## src/rtl/lkvc_pkg.sv

```systemverilog
// ----------------------------------------------------------------------------
// lkvc_pkg
// Shared constants for the LRU key-value cache: field layout, request kinds
// and configuration register indexes.
// ----------------------------------------------------------------------------
package lkvc_pkg;

    localparam int FIELD_W     = 32;

    // input transfer: tuser = req_type, tdata = {write_value, lookup_key}
    localparam int IN_KEY_LSB  = 0;
    localparam int IN_VAL_LSB  = 32;
    localparam int IN_TDATA_W  = 64;

    // output transfer: tdata = {pad, evicted_key, evicted, read_value, hit}
    localparam int OUT_HIT_BIT   = 0;
    localparam int OUT_RVAL_LSB  = 1;
    localparam int OUT_EV_BIT    = 33;
    localparam int OUT_EVKEY_LSB = 34;
    localparam int OUT_USED_W    = 66;
    localparam int OUT_TDATA_W   = 72;

    localparam logic REQ_INSERT = 1'b0;
    localparam logic REQ_LOOKUP = 1'b1;

    localparam int CFG_ADDR_W = 1;
    localparam int CFG_DATA_W = 5;
    localparam logic [CFG_ADDR_W-1:0] CFG_CAPACITY = 1'd0;
    localparam logic [CFG_ADDR_W-1:0] CFG_LRU_MODE = 1'd1;

    localparam logic [CFG_DATA_W-1:0] CAPACITY_RESET = 5'd16;

endpackage

```

## src/rtl/lru_key_value_cache.sv

```systemverilog
// ----------------------------------------------------------------------------
// lru_key_value_cache
// Fully associative key-value cache with a recency order and eviction of the
// back entry on a new-key insert when the configured capacity is reached.
//
//   channel   dir  handshake                     payload
//   s_axis    in   tvalid/tready                 tuser: req_type
//                                                tdata: lookup_key, write_value
//   m_axis    out  tvalid/tready                 tdata: hit, read_value,
//                                                       evicted, evicted_key
//   cfg       in   i_cfg_we (no wait)            i_cfg_addr, i_cfg_wdata
//
// One request per cycle sustained while m_axis is not stalled; a result
// passes from its transfer on s_axis through the input register, then the
// result register, before it shows on m_axis.
// The key compare over all slots and the rank update run combinationally
// between the input register and the result register, so state is current
// for the request that follows directly.
// A stalled m_axis holds the result register; s_axis_tready drops in the same
// cycle once the input register holds a request, else after one more transfer.
// Synchronous active-low reset empties the cache and restores capacity 16 and
// LRU mode.
// ----------------------------------------------------------------------------
module lru_key_value_cache #(
    parameter int ENTRIES     = 16,
    parameter int KEY_WIDTH   = 32,
    parameter int VALUE_WIDTH = 32
) (
    input  logic                                i_clk,
    input  logic                                i_rst_n,
    input  logic                                i_cfg_we,
    input  logic [lkvc_pkg::CFG_ADDR_W-1:0]     i_cfg_addr,
    input  logic [lkvc_pkg::CFG_DATA_W-1:0]     i_cfg_wdata,
    input  logic                                s_axis_tvalid,
    output logic                                s_axis_tready,
    input  logic [lkvc_pkg::IN_TDATA_W-1:0]     s_axis_tdata,  // lookup_key, write_value
    input  logic [0:0]                          s_axis_tuser,  // req_type
    output logic                                m_axis_tvalid,
    input  logic                                m_axis_tready,
    output logic [lkvc_pkg::OUT_TDATA_W-1:0]    m_axis_tdata   // hit, read_value, evicted,
                                                               // evicted_key, zero pad
);
    import lkvc_pkg::*;

    localparam int IDX_W  = (ENTRIES > 1) ? $clog2(ENTRIES) : 1;
    localparam int CNT_W  = $clog2(ENTRIES + 1);
    localparam int CMP_W  = (CNT_W > CFG_DATA_W) ? CNT_W : CFG_DATA_W;
    localparam int KEXT_W = (KEY_WIDTH > FIELD_W) ? KEY_WIDTH : FIELD_W;
    localparam int VEXT_W = (VALUE_WIDTH > FIELD_W) ? VALUE_WIDTH : FIELD_W;

    // configuration
    logic [CFG_DATA_W-1:0]  r_capacity;
    logic                   r_lru_mode;

    // slot store
    logic [KEY_WIDTH-1:0]   r_slot_key   [ENTRIES];
    logic [VALUE_WIDTH-1:0] r_slot_value [ENTRIES];
    logic [ENTRIES-1:0]     r_slot_valid, n_slot_valid;
    logic [IDX_W-1:0]       r_slot_rank  [ENTRIES];
    logic [IDX_W-1:0]       n_slot_rank  [ENTRIES];
    logic [CNT_W-1:0]       r_occ, n_occ;

    // input register
    logic                   r_in_valid;
    logic                   r_in_req;
    logic [KEY_WIDTH-1:0]   r_in_key;
    logic [VALUE_WIDTH-1:0] r_in_val;

    // result register
    logic                   r_out_valid;
    logic                   r_out_hit;
    logic [FIELD_W-1:0]     r_out_rval;
    logic                   r_out_ev;
    logic [FIELD_W-1:0]     r_out_evkey;

    logic                   w_adv;
    logic [KEXT_W-1:0]      w_in_key_ext;
    logic [VEXT_W-1:0]      w_in_val_ext;

    logic [ENTRIES-1:0]     w_match;
    logic                   w_hit;
    logic [IDX_W-1:0]       w_hit_idx;
    logic [IDX_W-1:0]       w_hit_rank;
    logic [VALUE_WIDTH-1:0] w_hit_val;
    logic [CMP_W-1:0]       w_eff_cap;
    logic                   w_full;
    logic [CNT_W-1:0]       w_back;
    logic                   w_back_found;
    logic [IDX_W-1:0]       w_back_idx;
    logic                   w_free_found;
    logic [IDX_W-1:0]       w_free_idx;
    logic                   w_evict;
    logic                   w_place;
    logic [IDX_W-1:0]       w_target;
    logic [CNT_W-1:0]       w_limit;
    logic                   w_update;
    logic [KEY_WIDTH-1:0]   w_ev_key;
    logic [KEXT_W-1:0]      w_ev_key_ext;
    logic [VEXT_W-1:0]      w_rval_ext;

    assign w_adv         = r_in_valid && (!r_out_valid || m_axis_tready);
    assign s_axis_tready = !r_in_valid || w_adv;

    assign w_in_key_ext = KEXT_W'(s_axis_tdata[IN_KEY_LSB +: FIELD_W]);
    assign w_in_val_ext = VEXT_W'(s_axis_tdata[IN_VAL_LSB +: FIELD_W]);

    always_ff @(posedge i_clk) begin
        if (!i_rst_n) begin
            r_capacity <= CAPACITY_RESET;
            r_lru_mode <= 1'b1;
        end else if (i_cfg_we) begin
            case (i_cfg_addr)
                CFG_CAPACITY: r_capacity <= i_cfg_wdata;
                CFG_LRU_MODE: r_lru_mode <= i_cfg_wdata[0];
                default: ;
            endcase
        end
    end

    always_ff @(posedge i_clk) begin
        if (!i_rst_n) begin
            r_in_valid <= 1'b0;
        end else if (s_axis_tready) begin
            r_in_valid <= s_axis_tvalid;
        end
    end

    always_ff @(posedge i_clk) begin
        if (s_axis_tready && s_axis_tvalid) begin
            r_in_req <= s_axis_tuser[0];
            r_in_key <= w_in_key_ext[KEY_WIDTH-1:0];
            r_in_val <= w_in_val_ext[VALUE_WIDTH-1:0];
        end
    end

    // associative search
    always_comb begin
        w_hit_idx    = '0;
        w_hit_rank   = '0;
        w_hit_val    = '0;
        w_back_found = 1'b0;
        w_back_idx   = '0;
        w_free_found = 1'b0;
        w_free_idx   = '0;
        w_ev_key     = '0;
        w_back       = r_occ - CNT_W'(1);
        for (int i = 0; i < ENTRIES; i++) begin
            w_match[i] = r_slot_valid[i] && (r_slot_key[i] == r_in_key);
            if (w_match[i]) begin
                w_hit_idx  = w_hit_idx | IDX_W'(i);
                w_hit_rank = w_hit_rank | r_slot_rank[i];
                w_hit_val  = w_hit_val | r_slot_value[i];
            end
        end
        for (int i = ENTRIES - 1; i >= 0; i--) begin
            if (r_slot_valid[i] && (CNT_W'(r_slot_rank[i]) == w_back)) begin
                w_back_found = 1'b1;
                w_back_idx   = IDX_W'(i);
                w_ev_key     = r_slot_key[i];
            end
            if (!r_slot_valid[i]) begin
                w_free_found = 1'b1;
                w_free_idx   = IDX_W'(i);
            end
        end
        w_hit = |w_match;
    end

    always_comb begin
        if (r_capacity == '0) begin
            w_eff_cap = CMP_W'(1);
        end else if (CMP_W'(r_capacity) > CMP_W'(ENTRIES)) begin
            w_eff_cap = CMP_W'(ENTRIES);
        end else begin
            w_eff_cap = CMP_W'(r_capacity);
        end
        w_full   = (CMP_W'(r_occ) >= w_eff_cap) && (r_occ != '0);
        w_evict  = (r_in_req == REQ_INSERT) && !w_hit && w_full && w_back_found;
        w_place  = (r_in_req == REQ_INSERT) && !w_hit && (w_evict || w_free_found);
        w_target = w_evict ? w_back_idx : w_free_idx;
        w_limit  = w_evict ? w_back : r_occ;
        w_update = (r_in_req == REQ_INSERT) && w_hit;
    end

    // rank and occupancy update
    always_comb begin
        n_slot_valid = r_slot_valid;
        n_occ        = r_occ;
        for (int i = 0; i < ENTRIES; i++) begin
            n_slot_rank[i] = r_slot_rank[i];
        end
        if (w_adv) begin
            if ((r_in_req == REQ_LOOKUP) && w_hit && r_lru_mode) begin
                for (int i = 0; i < ENTRIES; i++) begin
                    if (r_slot_valid[i] && (r_slot_rank[i] < w_hit_rank)) begin
                        n_slot_rank[i] = r_slot_rank[i] + IDX_W'(1);
                    end
                    if (IDX_W'(i) == w_hit_idx) begin
                        n_slot_rank[i] = '0;
                    end
                end
            end
            if (w_place) begin
                for (int i = 0; i < ENTRIES; i++) begin
                    if (r_slot_valid[i] && (CNT_W'(r_slot_rank[i]) < w_limit)) begin
                        n_slot_rank[i] = r_slot_rank[i] + IDX_W'(1);
                    end
                    if (IDX_W'(i) == w_target) begin
                        n_slot_rank[i]  = '0;
                        n_slot_valid[i] = 1'b1;
                    end
                end
                if (!w_evict) begin
                    n_occ = r_occ + CNT_W'(1);
                end
            end
        end
    end

    always_ff @(posedge i_clk) begin
        if (!i_rst_n) begin
            r_slot_valid <= '0;
            r_occ        <= '0;
            for (int i = 0; i < ENTRIES; i++) begin
                r_slot_rank[i] <= '0;
            end
        end else begin
            r_slot_valid <= n_slot_valid;
            r_occ        <= n_occ;
            for (int i = 0; i < ENTRIES; i++) begin
                r_slot_rank[i] <= n_slot_rank[i];
            end
        end
    end

    always_ff @(posedge i_clk) begin
        if (w_adv && w_place) begin
            r_slot_key[w_target]   <= r_in_key;
            r_slot_value[w_target] <= r_in_val;
        end else if (w_adv && w_update) begin
            r_slot_value[w_hit_idx] <= r_in_val;
        end
    end

    // result register
    assign w_rval_ext   = VEXT_W'(w_hit_val);
    assign w_ev_key_ext = KEXT_W'(w_ev_key);

    always_ff @(posedge i_clk) begin
        if (!i_rst_n) begin
            r_out_valid <= 1'b0;
        end else if (w_adv) begin
            r_out_valid <= 1'b1;
        end else if (m_axis_tready) begin
            r_out_valid <= 1'b0;
        end
    end

    always_ff @(posedge i_clk) begin
        if (w_adv) begin
            r_out_hit   <= w_hit;
            r_out_rval  <= ((r_in_req == REQ_LOOKUP) && w_hit) ?
                           w_rval_ext[FIELD_W-1:0] : '0;
            r_out_ev    <= w_evict;
            r_out_evkey <= w_evict ? w_ev_key_ext[FIELD_W-1:0] : '0;
        end
    end

    assign m_axis_tvalid = r_out_valid;
    assign m_axis_tdata  = {(OUT_TDATA_W - OUT_USED_W)'(0),
                            r_out_evkey, r_out_ev, r_out_rval, r_out_hit};

endmodule

```

## config.mk

```make
export PLATFORM = sky130hd
export DESIGN_NAME = lru_key_value_cache
export DESIGN_NICKNAME = d
export VERILOG_FILES = /design/src/rtl/lkvc_pkg.sv /design/src/rtl/lru_key_value_cache.sv
export SDC_FILE = /design/constraint.sdc
export NUM_CORES = 2
export LEC_CHECK = 0
export BUFFER_PORTS_ARGS = -buffer_cell sky130_fd_sc_hd__buf_2
export CORE_MARGIN = 5
export CORE_UTILIZATION = 31
export DETAILED_ROUTE_END_ITERATION = 10
export PLACE_DENSITY = 0.41
export RECOVER_POWER = 25
export REMOVE_ABC_BUFFERS = 1
export SYNTH_ARGS = -nofsm -noshare
export SYNTH_HDL_FRONTEND = slang
export SYNTH_SLANG_ARGS = --single-unit
```

## constraint.sdc

```tcl
create_clock -name i_clk -period 23 [get_ports i_clk]
set_clock_uncertainty 0.2 [all_clocks]
set_input_delay 4.6 -clock i_clk [delete_from_list [all_inputs] [get_ports i_clk]]
set_output_delay 4.6 -clock i_clk [all_outputs]
set_load 0.02 [all_outputs]
```

# After elaboration in Yosys (flattened, before gate mapping)
# Memories as Yosys holds them, arrays and structs flattened.
# Cells that the tools add are included.
# op_classes
addsub	18
n_lt_le_gt_ge	34
n_eq_ne	62
mux	226
bitwise	49
n_reduce_logical	108
# ops
operator	n
$mux 32	33
$mux 4	138
$eq 32x32->1	16
$or 32x32->32	15
$mux 64	3
$eq 4x5->1	16
$lt 4x5->1	16
$logic_and 1x1->1	76
$add 4x1->4 const B	16
$eq 4x4->1 const A	16
$lt 4x4->1	16
$or 4x4->4	15
$reduce_and 3->1	17
$mux 1	43
$eq 3x4->1 const A	8
$reduce_or 32->1	1
$eq 2x4->1 const A	4
$or 1x1->1	16
$reduce_or 16->1	1
$mux 5	3
$mux 3	4
$eq 1x4->1 const A	2
$logic_not 4->1	2
$add 5x1->5 const B	1
other kinds (11)	19
# word_totals
register_bits	160
ram_bits	1088
in_bits	76
output_inout_bits	74
wordCells	528
memories	3
# memory_table
memory	depth	width	rd	rd_ports_with_merged_regs	wr	line_no	source
r_slot_key	16	32	16	0	1	lru_key_value_cache.sv:56	logic [KEY_WIDTH-1:0] r_slot_key [ENTRIES];
r_slot_value	16	32	16	0	1	lru_key_value_cache.sv:57	logic [VALUE_WIDTH-1:0] r_slot_value [ENTRIES];
r_slot_rank	16	4	16	0	16	lru_key_value_cache.sv:59	logic [IDX_W-1:0] r_slot_rank [ENTRIES];

# Depth between registers and ports, before layout
# An unclocked memory read counts as a cell.
# depth
word_depth	44
mapped_depth	29
ltp_nobuf	23

# Worst setup path after synthesis
# OpenSTA, ideal clock, no wires.
# synth_path
path_type	input -> register
start	input port m_axis_tready
end	memory r_slot_value[6][0], enable pin
setup_time_ps	421
t_arrival_ps	9469
t_required_ps	22379
slack_ps	12910
stages	8
path_buffers	3
path_cell_list	nor2b_1 -> nand2b_1 -> inv_1 -> clkbuf_1 -> clkbuf_1 -> buf_1 -> o211ai_1 -> nor2_1
# synth_between
elab_chain_cells	8
elab_cells_between_ends	12
cone_classes	7 x mux; 5 x reduce/logical
# synth_rtl
item	line_no	source
start: declaration	lru_key_value_cache.sv:39	input logic m_axis_tready,
$logic_or 1x1->1 (*)	lru_key_value_cache.sv:101	assign w_adv = r_in_valid && (!r_out_valid || m_axis_tready);
$logic_and 1x1->1 (*)	lru_key_value_cache.sv:101	
named net w_adv	lru_key_value_cache.sv:76	logic w_adv;
$logic_and 1x1->1	lru_key_value_cache.sv:240	end else if (w_adv && w_update) begin
$mux 1	lru_key_value_cache.sv:240	
$mux 1	lru_key_value_cache.sv:237	if (w_adv && w_place) begin
$mux 1 (not written as such)	lru_key_value_cache.sv:241	r_slot_value[w_hit_idx] <= r_in_val;
$reduce_or 32->1 (no source line)	n/a	
$mux 4 (no source line) / $mux 1 (equally long branches)	n/a	
end: declaration	lru_key_value_cache.sv:57	
# Mark *: on every way through the listed nets, which the timed path passes. The rest lies on a longest branch.

# Worst setup path in the final report
# layout_path
start	input port m_axis_tready
end	output port s_axis_tready
# layout_between
elab_chain_cells	3
# layout_rtl
item	line_no	source
$logic_or 1x1->1	lru_key_value_cache.sv:101	
$logic_and 1x1->1	lru_key_value_cache.sv:101	
$logic_or 1x1->1	lru_key_value_cache.sv:102	assign s_axis_tready = !r_in_valid || w_adv;
end: declaration	lru_key_value_cache.sv:35	output logic s_axis_tready,
# No other way between the ends.

==> impl_metrics.toml <==
[run_status]
status = "complete, but fails checks"
violations = "max-capacitance violations, max-slew violations"

[placement]
port-buffer-count = 143
hpwlAfterDp_um = 151000
place_congestion = 0.900

[timing]
finalHoldViolations = 0
fin_setup_tns_ns = 0
tightest_slew_ns = 2.87
fin_crit_ns = 9.97
slew_viol_final = 428
setup_violations = 0
rsz0062_at_grt = "false"
post-route-period-util_pct = 43.4
max_slew_margin_pct = -91.2
fmax_ghz = 0.100

[synth]
yosysSeqAreaShare_pct = 61.9
synth_area_um2 = 59000
yosysTopAreaCell = "edfxtp_1"
synthTopCellsByCount = "1155 x edfxtp_1, 432 x xnor2_1, 245 x nand2_1"
ys.flop_type = "edfxtp_1"
synthMostInstantiatedCell = "edfxtp_1"
synth.ff_latch_count = 1248
synth-edff-count = 1155
syn_area_per_cell_um2 = 12.9
synth_top_area_share_pct = 58.7
ys_types = 94
postSynth.asyncResetShare_pct = 0
yosysWarnings = 0
synthTopCellsByArea = "edfxtp_1 59%, xnor2_1 6.4%, dfxtp_1 3.2%, ha_1 2.5%, xor2_1 2.2%"
syn_inst = 4595

[pwr]
totalPowerFinal_uw = 5220
power.static_leakage_uw = 0.0215
swShare_pct = 23.3
internal-power_uw = 4000
p_clk_share_pct = 47.3
vdd_drop_max_uv = 52.1
power_switching_uw = 1220
seqPwrFrac_pct = 48.3
p_comb_share_pct = 4.4
power.density_nw_per_um2 = 76.6

[clocking]
cts.clk_slew.worst_paths_ns = 0.05
h-tree-depth = 4
post_cts_resized = 0
clk_latency_ns = 0.83
cts_setup_buffers = 0
cts_sinks = 1248
cts_tree = "done"
cts_root_buffer = "clkbuf_16"
cts_max_path_buffers = 3
cts_inserted_buffers = 150
holdBufCountCts = 0

[setup_path]
cpMostUsedCell = "buf_2"
r2r-end = "r_slot_rank[1][6]"
start_kind = "primary input"
crit_fanout = 4
cp.arrival_ns = 5.17
r2r_cells = 21
critPathMaxStageDelay_ns = 0.21
crit_buf_inv = 2
slowest_stage = "nor2b_1"
r2r_start = "r_in_key[3]"
cp_top_family = "simple AND/OR/NAND/NOR gates"
required_ns = 18.20
crit_type = "primary input to output port"
worstPathCellList = "buf_2 -> nor2b_1 -> nand2_1 -> buf_2"
endpoint_kind = "output port"
r2r_slack_ns = 13.75

[floorplanning]
start_util_pct = 31.1
die_w_um = 446
pin_count = 150
die-area_um2 = 199000
num_rows = 160
die_y_um = 446
core_area_um2 = 190000

[grt]
grt_remaining_overflow = 0
grt_max_degree = 70
grt_pass1_wl_um = 328000
grt_pass1_vias = 41300
antenna_found_initial = 9
grtUsageTotal_pct = 23.1

[drt]
drt_wl_total_um = 236000
wl_per_cell_um = 32.0
ant_nets = 0
first_pass_iters = 7
vias = 42100
drcViolationCount = 0
drtIter0Drc = 4346
vias_per_cell = 5.70

[hold_path]
worstHoldEndpoint = "r_slot_key[9][12]"
holdCritPathClass = "flip-flop to flip-flop"
hp-start = "r_in_key[12]"
hold_depth = 0

[run]
cap_viol_max_count = 14

[cells_and_area]
layout-drive-gt1-share_pct = 12.4
utilization_pct = 35.9
diodes = 0
fin_nets = 4949
area_delta_synth_final_pct = 15.4
layout by cell type, fill, tap and decap left out, types with 51 or more instances in the layout:
master     synthesis  routed
xnor2_1          432     431
buf_4             17     133
nor4_1            81      77
o21ai_0          122     122
edfxtp_1        1155    1155
a221oi_1         140     140
nand3_1          120     120
a22oi_1          138     138
a31oi_1           71      71
dfxtp_1           93      92
and3_1            61      51
nor2_1           231     202
inv_1             70      69
clkbuf_16          0     152
ha_1             120     120
nand4_1          195     195
xor2_1           151     150
a22o_1           105     105
a21oi_1          114     113
buf_2             74     143
nor3_1           104      97
nand2_1          245     245
registers in the layout (all words and copies together), names as in the netlist, 5 cells and up:
register / flops
r_capacity: 5
r_in_key: 32
r_in_val: 32
r_occ: 5
r_out_evkey: 32
r_out_rval: 32
r_slot_key: 512
r_slot_rank: 64
r_slot_valid: 16
r_slot_value: 512
stage by stage:
| stage | cells | hold slack, ns | setup slack [ns] | area [um^2] |
|---|---|---|---|---|
| after floorplan | 4308 | 0.257 | 10.18 | 57800 |
| after global placement | 7112 | 0.291 | 13.01 | 63100 |
| after detailed placement | 7112 | 0.301 | 13.03 | 63100 |
| after CTS | 7389 | 0.318 | 13.03 | 68200 |
| after global routing | 7389 | 0.350 | 12.93 | 68200 |
| final | 7389 | 0.312 | 13.03 | 68200 |
power groups by stage:
stage	sequential [uW]	combinational, uW	clock [uW]
floorplan	2590	96.9	0
global placement	2570	229	0
detailed placement	2570	230	0
CTS	2520	230	2520
global route	2520	244	2610
finish	2520	230	2470
worst reg2reg max path, cell delays in order (launching register included):
cell and delay (ns):
edfxtp_1 0.32, clkbuf_1 1.93, xnor2_1 0.53, nand4b_1 0.28, nor4_1 0.10, and3_2 0.18
buf_4 0.36, nor4_1 1.14, and4_4 0.53, nand3_4 0.22, inv_2 0.60, nand2_1 0.22
xor2_2 0.16, buf_4 0.29, ha_1 0.33, a21o_1 0.16, a21oi_1 0.24, nand4_1 0.15
a311oi_2 0.48, o21ai_1 0.15, or4_1 0.42, a31oi_1 0.17
routing by layer:
| layer | GRT usage (%) | wire length (um) | vias up |
|---|---|---|---|
| met5 | 0 | 38 | - |
| met4 | 7.08 | 7530 | 8 |
| met3 | 3.39 | 13100 | 335 |
| met2 | 37.1 | 109000 | 1554 |
| met1 | 32.4 | 106000 | 21800 |
| li1 | - | - | 18400 |
how the worst max path moves through the flow:
stage / startpoint / end / slack (ns) / depth (start not counted)
2_1_floorplan: r_occ[0] / r_slot_key[11][0] / 10.18 / 14
3_3_place_gp: m_axis_tready / s_axis_tready / 13.01 / 4
3_5_place_dp: m_axis_tready / s_axis_tready / 13.03 / 4
4_1_cts: m_axis_tready / s_axis_tready / 13.03 / 4
5_1_grt: m_axis_tready / s_axis_tready / 12.93 / 4
6_report: m_axis_tready / s_axis_tready / 13.03 / 4
layout make-up:
class | count | area (um^2)
clock buffer | 175 | 3910
clock inverter | 102 | 1170
fill | 18600 | 122000
inverter | 74 | 280
multi-input combinational | 2986 | 21300
sequential | 1248 | 36500
tap | 2511 | 3140
timing repair buffer | 293 | 1780
logic make-up after synthesis:
logic type / Yosys count / share of synthesized area (%)
muxes: 13 / 0.229
DFF: 1248 / 61.9
and+or+nand+nor: 1235 / 11.0
other: 1 / 0.00635
AOI/OAI and AO/OA: 1019 / 12.7
buffers and inverters: 366 / 2.63
xor gates and xnor gates: 593 / 9.01
adders and majority gates: 120 / 2.54
Power figures use the tool's default switching activity.
